File: src/sv/hsec_pkg.sv
// ----------------------------------------------------------------------------
// Hamming SEC codec package
// Widths, port layout, command codes and code-mapping functions.
// ----------------------------------------------------------------------------
`default_nettype none

package hsec_pkg;

    localparam int CODE_W   = 64;  // codeword width, position p at bit p-1
    localparam int DATA_W   = 57;  // largest data word that fits
    localparam int PAR_W    = 6;   // largest parity count
    localparam int SYN_W    = 7;   // syndrome field width
    localparam int CFG_W    = 6;   // data_bits register width
    localparam int M_TDATA_W = CODE_W + DATA_W + SYN_W;
    localparam int M_TUSER_W = 2;

    // result tdata layout, lowest field first
    localparam int OUT_DATA_LO = CODE_W;
    localparam int OUT_SYN_LO  = CODE_W + DATA_W;
    localparam int OUT_SYN_HI  = M_TDATA_W - 1;

    // result tuser layout
    localparam int USER_ERR = 0;
    localparam int USER_UNC = 1;

    localparam logic [CFG_W-1:0] DBITS_RESET = CFG_W'(4);
    localparam logic [CFG_W-1:0] DBITS_MIN   = CFG_W'(1);
    localparam logic [CFG_W-1:0] DBITS_MAX   = CFG_W'(DATA_W);

    typedef enum logic {
        CMD_ENCODE = 1'b0,
        CMD_DECODE = 1'b1
    } cmd_t;

    // least r with 2^r >= m + r + 1
    function automatic logic [2:0] parity_count(input logic [CFG_W-1:0] m);
        int r;
        int i;
        r = 0;
        for (i = 0; i < 7; i++) begin
            if ((1 << r) < int'(m) + r + 1) begin
                r = r + 1;
            end
        end
        return 3'(r);
    endfunction

    // ones in the lowest n bits
    function automatic logic [CODE_W-1:0] low_mask(input logic [CFG_W-1:0] n);
        logic [CODE_W-1:0] res;
        int i;
        res = '0;
        for (i = 0; i < CODE_W; i++) begin
            res[i] = (i < int'(n));
        end
        return res;
    endfunction

    // place data bits at the non power-of-two positions, ascending
    function automatic logic [CODE_W-1:0] scatter(input logic [DATA_W-1:0] d);
        logic [CODE_W-1:0] w;
        int p;
        int k;
        w = '0;
        k = 0;
        for (p = 1; p < CODE_W; p++) begin
            if ((p & (p - 1)) != 0) begin
                w[p-1] = d[k];
                k = k + 1;
            end
        end
        return w;
    endfunction

    // pull the data bits back out of the non power-of-two positions
    function automatic logic [DATA_W-1:0] gather(input logic [CODE_W-1:0] w);
        logic [DATA_W-1:0] d;
        int p;
        int k;
        d = '0;
        k = 0;
        for (p = 1; p < CODE_W; p++) begin
            if ((p & (p - 1)) != 0) begin
                d[k] = w[p-1];
                k = k + 1;
            end
        end
        return d;
    endfunction

    // bit i is the XOR of every position with bit i of its index set
    function automatic logic [PAR_W-1:0] syndrome_of(input logic [CODE_W-1:0] w);
        logic [PAR_W-1:0] s;
        int i;
        int p;
        s = '0;
        for (i = 0; i < PAR_W; i++) begin
            for (p = 1; p < CODE_W; p++) begin
                if (((p >> i) & 1) != 0) begin
                    s[i] = s[i] ^ w[p-1];
                end
            end
        end
        return s;
    endfunction

    // drop parity bit k onto position 2^k
    function automatic logic [CODE_W-1:0] place_parity(input logic [PAR_W-1:0] s);
        logic [CODE_W-1:0] w;
        int k;
        w = '0;
        for (k = 0; k < PAR_W; k++) begin
            w[(1 << k) - 1] = s[k];
        end
        return w;
    endfunction

endpackage

`default_nettype wire

File: src/sv/hamming_sec_encode_decode.sv
// ----------------------------------------------------------------------------
// Hamming SEC encoder / decoder
// Each item passes the trim, parity-check and correction stages in order; m_tvalid shows the last.
// Throughput: one item per cycle; a full stage holds only while the one ahead cannot move.
// Reset (aresetn low, synchronous): pipeline emptied, data_bits back to 4.
// ----------------------------------------------------------------------------
`default_nettype none

module hamming_sec_encode_decode
    import hsec_pkg::*;
(
    input  wire                    aclk,
    input  wire                    aresetn,

    // input items
    input  wire                    s_tvalid,
    output logic                   s_tready,
    input  wire  [CODE_W-1:0]      s_tdata,   // [63:0] payload
    input  wire                    s_tuser,   // [0] cmd

    // result items
    output logic                   m_tvalid,
    input  wire                    m_tready,
    output logic [M_TDATA_W-1:0]   m_tdata,   // [63:0] code_word, [120:64] data_out,
                                              // [127:121] syndrome
    output logic [M_TUSER_W-1:0]   m_tuser,   // [0] error_found, [1] uncorrectable

    // data_bits register
    input  wire                    cfg_valid,
    output logic                   cfg_ready,
    input  wire  [CFG_W-1:0]       cfg_data
);

    // ------------------------------------------------------------------
    // Configuration: keep only what the datapath needs, worked out once
    // at the write. Zero acts as one data bit, anything past the largest
    // fitting word acts as that word.
    // ------------------------------------------------------------------
    logic [CFG_W-1:0]  n_reg;       // code length
    logic [CODE_W-1:0] nmask_reg;   // code positions in use
    logic [DATA_W-1:0] dmask_reg;   // data bits in use

    logic [CFG_W-1:0]  m_eff;
    logic [CFG_W-1:0]  n_next;
    logic [CODE_W-1:0] nmask_next;
    logic [DATA_W-1:0] dmask_next;
    logic [CODE_W-1:0] dmask_wide;

    always_comb begin
        if (cfg_data < DBITS_MIN) begin
            m_eff = DBITS_MIN;
        end else if (cfg_data > DBITS_MAX) begin
            m_eff = DBITS_MAX;
        end else begin
            m_eff = cfg_data;
        end
        n_next     = m_eff + CFG_W'(parity_count(m_eff));
        nmask_next = low_mask(n_next);
        dmask_wide = low_mask(m_eff);
        dmask_next = dmask_wide[DATA_W-1:0];
    end

    // the user must write only with the pipeline idle; the block does not enforce it and accepts writes at once
    assign cfg_ready = 1'b1;

    logic [CODE_W-1:0] rst_dmask_wide;
    assign rst_dmask_wide = low_mask(DBITS_RESET);

    always_ff @(posedge aclk) begin
        if (!aresetn) begin
            n_reg     <= DBITS_RESET + CFG_W'(parity_count(DBITS_RESET));
            nmask_reg <= low_mask(DBITS_RESET + CFG_W'(parity_count(DBITS_RESET)));
            dmask_reg <= rst_dmask_wide[DATA_W-1:0];
        end else if (cfg_valid && cfg_ready) begin
            n_reg     <= n_next;
            nmask_reg <= nmask_next;
            dmask_reg <= dmask_next;
        end
    end

    // ------------------------------------------------------------------
    // Stage handshake: a stage takes a new item when it is empty or its
    // own item moves on in the same cycle. Bubbles close up while the
    // output is stalled.
    // ------------------------------------------------------------------
    logic v1_reg, v2_reg, v3_reg;
    logic rdy1, rdy2, rdy3;

    assign rdy3     = !v3_reg || m_tready;
    assign rdy2     = !v2_reg || rdy3;
    assign rdy1     = !v1_reg || rdy2;
    assign s_tready = rdy1;
    assign m_tvalid = v3_reg;

    always_ff @(posedge aclk) begin
        if (!aresetn) begin
            v1_reg <= 1'b0;
            v2_reg <= 1'b0;
            v3_reg <= 1'b0;
        end else begin
            if (rdy1) begin
                v1_reg <= s_tvalid;
            end
            if (rdy2) begin
                v2_reg <= v1_reg;
            end
            if (rdy3) begin
                v3_reg <= v2_reg;
            end
        end
    end

    // ------------------------------------------------------------------
    // Stage 1: trim the payload to the configured length. Encode spreads
    // the data bits over the non power-of-two positions with the parity
    // positions left at zero; decode takes the received word as it is.
    // ------------------------------------------------------------------
    cmd_t              cmd_in;
    logic [DATA_W-1:0] dat_in;
    logic [CODE_W-1:0] word1_next;

    cmd_t              cmd1_reg;
    logic [CODE_W-1:0] word1_reg;
    logic [DATA_W-1:0] dat1_reg;

    always_comb begin
        cmd_in = cmd_t'(s_tuser);
        dat_in = s_tdata[DATA_W-1:0] & dmask_reg;
        if (cmd_in == CMD_DECODE) begin
            word1_next = s_tdata & nmask_reg;
        end else begin
            word1_next = scatter(dat_in);
        end
    end

    always_ff @(posedge aclk) begin
        if (rdy1) begin
            cmd1_reg  <= cmd_in;
            word1_reg <= word1_next;
            dat1_reg  <= dat_in;
        end
    end

    // ------------------------------------------------------------------
    // Stage 2: parity checks. Positions past the code length are already
    // zero, so checks above the parity count come out zero by themselves.
    // On encode the result is the parity set itself.
    // ------------------------------------------------------------------
    cmd_t              cmd2_reg;
    logic [CODE_W-1:0] word2_reg;
    logic [DATA_W-1:0] dat2_reg;
    logic [PAR_W-1:0]  syn2_reg;

    always_ff @(posedge aclk) begin
        if (rdy2) begin
            cmd2_reg  <= cmd1_reg;
            word2_reg <= word1_reg;
            dat2_reg  <= dat1_reg;
            syn2_reg  <= syndrome_of(word1_reg);
        end
    end

    // ------------------------------------------------------------------
    // Stage 3: encode drops the parity bits in; decode flags a syndrome
    // past the code length, otherwise flips the named position, then
    // pulls the data bits out.
    // ------------------------------------------------------------------
    logic              unc3;
    logic              fix3;
    logic [CODE_W-1:0] flip3;
    logic [CODE_W-1:0] fixed3;
    logic [CODE_W-1:0] code3_next;
    logic [DATA_W-1:0] data3_next;
    logic [SYN_W-1:0]  syn3_next;
    logic              err3_next;

    always_comb begin
        unc3   = (syn2_reg > n_reg);
        fix3   = (syn2_reg != '0) && !unc3;
        flip3  = fix3 ? (CODE_W'(1) << (syn2_reg - PAR_W'(1))) : '0;
        fixed3 = word2_reg ^ flip3;
        if (cmd2_reg == CMD_DECODE) begin
            code3_next = fixed3;
            data3_next = gather(fixed3);
            syn3_next  = SYN_W'(syn2_reg);
            err3_next  = (syn2_reg != '0);
        end else begin
            code3_next = word2_reg | place_parity(syn2_reg);
            data3_next = dat2_reg;
            syn3_next  = '0;
            err3_next  = 1'b0;
            unc3       = 1'b0;
        end
    end

    logic [CODE_W-1:0] code3_reg;
    logic [DATA_W-1:0] data3_reg;
    logic [SYN_W-1:0]  syn3_reg;
    logic              err3_reg;
    logic              unc3_reg;

    // hold the result while the sink stalls
    always_ff @(posedge aclk) begin
        if (rdy3) begin
            code3_reg <= code3_next;
            data3_reg <= data3_next;
            syn3_reg  <= syn3_next;
            err3_reg  <= err3_next;
            unc3_reg  <= unc3;
        end
    end

    assign m_tdata = {syn3_reg, data3_reg, code3_reg};

    always_comb begin
        m_tuser           = '0;
        m_tuser[USER_ERR] = err3_reg;
        m_tuser[USER_UNC] = unc3_reg;
    end

endmodule

`default_nettype wire

File: config.mk
export PLATFORM = sky130hd
export DESIGN_NAME = hamming_sec_encode_decode
export DESIGN_NICKNAME = d
export VERILOG_FILES = /design/src/sv/hsec_pkg.sv /design/src/sv/hamming_sec_encode_decode.sv
export SDC_FILE = /design/constraint.sdc
export NUM_CORES = 1
export LEC_CHECK = 0
export BUFFER_PORTS_ARGS = -buffer_cell sky130_fd_sc_hd__buf_2
export CAP_MARGIN = 20
export CELL_PAD_IN_SITES_DETAIL_PLACEMENT = 1
export CELL_PAD_IN_SITES_GLOBAL_PLACEMENT = 1
export CORE_MARGIN = 1
export CORE_UTILIZATION = 48
export DETAILED_ROUTE_END_ITERATION = 10
export GPL_ROUTABILITY_DRIVEN = 0
export GPL_TIMING_DRIVEN = 0
export PLACE_DENSITY = 0.88
export SYNTH_ARGS = -nofsm -noshare
export SYNTH_HDL_FRONTEND = slang
export SYNTH_SLANG_ARGS = --single-unit
File: constraint.sdc
create_clock -name aclk -period 25.9 [get_ports aclk]
set_input_delay 2.59 -clock aclk [delete_from_list [all_inputs] [get_ports aclk]]
set_output_delay 2.59 -clock aclk [all_outputs]
set_load 0.005 [all_outputs]
==> flow_metrics.env <==
export IMPL_outcome="completed"
export IMPL_mostFrequentLayoutCell="edfxtp_1"
export IMPL_power_switching_mw=1.96
export IMPL_maxCapViolCount=0
export IMPL_place_area_sq_mm=0.0266
export IMPL_grt_pass1_vias=21600
export IMPL_vdd_ir_drop_max_mv=0.179
export IMPL_portBuffers=203
export IMPL_r2r_end="data3_reg[44]$_DFFE_PP_"
export IMPL_synth_adder_area_share_pct=4.72
export IMPL_rsz0062_at_grt="no"
export IMPL_switching_share_pct=48.8
export IMPL_vias_per_cell=6.35
export IMPL_crit_top_cell="ha_1"
export IMPL_synth_compound_area_share_pct=12.1
export IMPL_fillers=5393
export IMPL_synth_area_sq_mm=0.0246
export IMPL_hold_viol=0
export IMPL_drtPass1Iterations=6
export IMPL_clock_latency_ps=600
export IMPL_fin_nets=2661
export IMPL_synth_mux_area_share_pct=0.387
export IMPL_die_w_um=228
export IMPL_reg2reg_depth=14
export IMPL_gr_usage_met1_pct=40.4
export IMPL_grt_use_met3_pct=9.84
export IMPL_endpoint_kind="flip-flop"
export IMPL_startpoint_type="primary input"
export IMPL_fin_util_pct=56.3
export IMPL_register_area_sq_mm=0.0139
export IMPL_synth_edf_count=377
export IMPL_synth_xor_xnor_area_share_pct=9.36
export IMPL_finalCritPeriodShare_pct=93.5
export IMPL_finalCriticalPeriod_ps=24220
export IMPL_reg2reg_slack_ps=20980
export IMPL_layout_drive_gt1_share_pct=13.6
export IMPL_design_area_sq_mm=0.0283
export IMPL_combPwrFrac_pct=53.9
export IMPL_syn_inst=2227
export IMPL_clockBufferDepth=3
export IMPL_total_power_mw=4.01
export IMPL_hold_path_class="reg -> reg"
export IMPL_vias=20400
export IMPL_tns_ps=0
export IMPL_p_leak_nw=12.1
export IMPL_routed_wl_mm=98.4
export IMPL_cts_htree_levels=2
export IMPL_holdBufCountCts=0
export IMPL_path_class="in -> reg"
export IMPL_yosysUniqueCellTypes=87
export IMPL_wl_per_cell_um=30.6
export IMPL_drtIter0Drc=2554
export IMPL_max_stage_delay_ps=800
export IMPL_postSynth_asyncResetShare_pct=0
export IMPL_max_freq_ghz=0.0413
export IMPL_synth_simple_area_share_pct=13.4
export IMPL_grt_pass1_wl_mm=144
export IMPL_cpMaxStageDelayCell="o21ai_0"
export IMPL_cts_sinks=505
export IMPL_synth_top_family_by_area="simple AND/OR/NAND/NOR gates"
export IMPL_largest_reg_flops=64
export IMPL_grt_start_max_net_pins=86
export IMPL_relSlewSlack_pct=15.2
export IMPL_cts_buffers=49
export IMPL_die_area_sq_mm=0.0521
export IMPL_drv_slew=0
export IMPL_tritoncts="done"
export IMPL_cp_max_fo=16
export IMPL_overflow=0
export IMPL_critical_path_startpoint="cfg_data[5]"
export IMPL_grt_use_met2_pct=64.1
export IMPL_drc=0
export IMPL_synthFlopType="edfxtp_1"
export IMPL_ios=209
export IMPL_worstSetupPathDepth=81
export IMPL_fin_skew_ps=37.3
export IMPL_die_h_um=228
export IMPL_cts_root_buf="clkbuf_16"
export IMPL_dp_hpwl_mm=68.6
export IMPL_pwr_share_seq_pct=26.9
export IMPL_antenna_found_initial=11
export IMPL_multi_input_area_sq_mm=0.00986
export IMPL_critPathArrivalTime_ps=24720
export IMPL_ys_seq_area_share_pct=56.5
export IMPL_clkTransAtPathRegs_ps=70
export IMPL_ant_nets=0
export IMPL_setup_worst_path_end="nmask_reg[38]$_SDFFE_PN0P_"
export IMPL_start_util_pct=48.9
export IMPL_grt_most_used_layer="met2"
export IMPL_grt_total_usage_pct=37.7
export IMPL_tightest_slew_ps=1260
export IMPL_final_cell_mix="edfxtp_1 (377), nand2_1 (206), buf_2 (205), nor2_1 (185), xnor2_1 (133)"
export IMPL_required_ps=26400
export IMPL_path_delay_family="compound AO/OA/AOI/OAI gates"
export IMPL_r2r_start="syn2_reg[0]$_DFFE_PP_"
export IMPL_avgSynthCellArea_sq_um=11.0
export IMPL_critPathBufInv=8
export IMPL_powerDensity_mw_per_mm2=142
export IMPL_p_int_mw=2.06
export IMPL_rows=82
export IMPL_yosys_warnings=0
export IMPL_ys_ff_latch=505
export IMPL_setup_violations_final=0
export IMPL_area_growth_pct=15.2
export IMPL_pwr_share_clk_pct=19.2
export IMPL_core_area_sq_mm=0.0503
[worst reg2reg max path, stage by stage (launching register included)]
cell,delay [ps]
edfxtp_1,360
clkbuf_1,230
inv_1,200
ha_1,190
nor2b_1,60
o21a_1,190
o21a_1,190
o21a_1,200
o21a_1,170
o22ai_1,680
nand3_1,630
nor2_1,900
nand2_1,180
xor2_1,200
a21oi_1,310
[synth_stat cells (all sizes together) (38+ instances only)]
cell type / number / area (sq um)
xor2: 124 / 1090
nand3: 97 / 485
a21oi: 115 / 583
inv: 119 / 452
and2: 39 / 244
ha: 83 / 1040
nor2: 187 / 734
o21ai: 134 / 693
a21boi: 38 / 285
nand2b: 41 / 257
clkbuf: 89 / 335
nand2: 208 / 783
nor2b: 44 / 275
edfxtp: 377 / 11300
o21a: 49 / 369
dfxtp: 128 / 2560
xnor2: 133 / 1160
[through the flow]
step,setup slack (ps),std cells,hold WS [ps]
2_1_floorplan,6350,2232,400
3_3_place_gp,1730,3107,405
3_5_place_dp,966,3112,406
4_1_cts,1450,3204,406
5_1_grt,189,3210,420
6_report,1680,3214,400
[timing repair]
action,4_1_cts,5_1_grt
endpoints found under the setup margin,0,52
gates resized for setup,0,1
setup buffers,0,5
[layout make-up]
cell class / count / area share, %
buffer: 101 / 1.45
multi-input combinational: 1506 / 34.8
tap: 672 / 2.97
clock inverter: 30 / 1.23
clock buffer: 62 / 4.69
inverter: 120 / 1.63
timing repair buffer: 213 / 4.06
antenna: 5 / 0.0442
sequential: 505 / 49.1
[per-layer routing]
metal | vias up | wire, um
li1 | 8295 | -
met1 | 9932 | 32200
met2 | 1629 | 47700
met3 | 528 | 10000
met4 | 14 | 8450
met5 | - | 99
[power by group through the flow]
stage | Combinational, mW | Sequential [mW] | Clock, mW
2_1_floorplan | 1.28 | 1.05 | 0
3_3_place_gp | 1.82 | 1.07 | 0
3_5_place_dp | 1.92 | 1.08 | 0
4_1_cts | 1.99 | 1.07 | 0.765
5_1_grt | 2.24 | 1.08 | 0.790
6_report | 2.16 | 1.08 | 0.772
[logic make-up after synthesis]
family	count (synthesis)
compound gates	447
xor+xnor	259
fa+ha+maj	89
buf+inv	221
flops	505
mux	9
other cells	2
simple gates	695
[worst min path at each step]
stage	from	end	slack (ps)	depth (start not counted)
CTS	dat1_reg[17]$_DFFE_PP_	dat2_reg[17]$_DFFE_PP_	410	0
global route	dat1_reg[17]$_DFFE_PP_	dat2_reg[17]$_DFFE_PP_	420	0
finish	dat1_reg[17]$_DFFE_PP_	dat2_reg[17]$_DFFE_PP_	400	0
floorplan	cmd1_reg$_DFFE_PP_	cmd2_reg$_DFFE_PP_	400	0
global placement	dat1_reg[20]$_DFFE_PP_	dat2_reg[20]$_DFFE_PP_	410	0
detailed placement	dat1_reg[45]$_DFFE_PP_	dat2_reg[45]$_DFFE_PP_	410	0
Note: power is estimated with default switching activity, not from simulation.
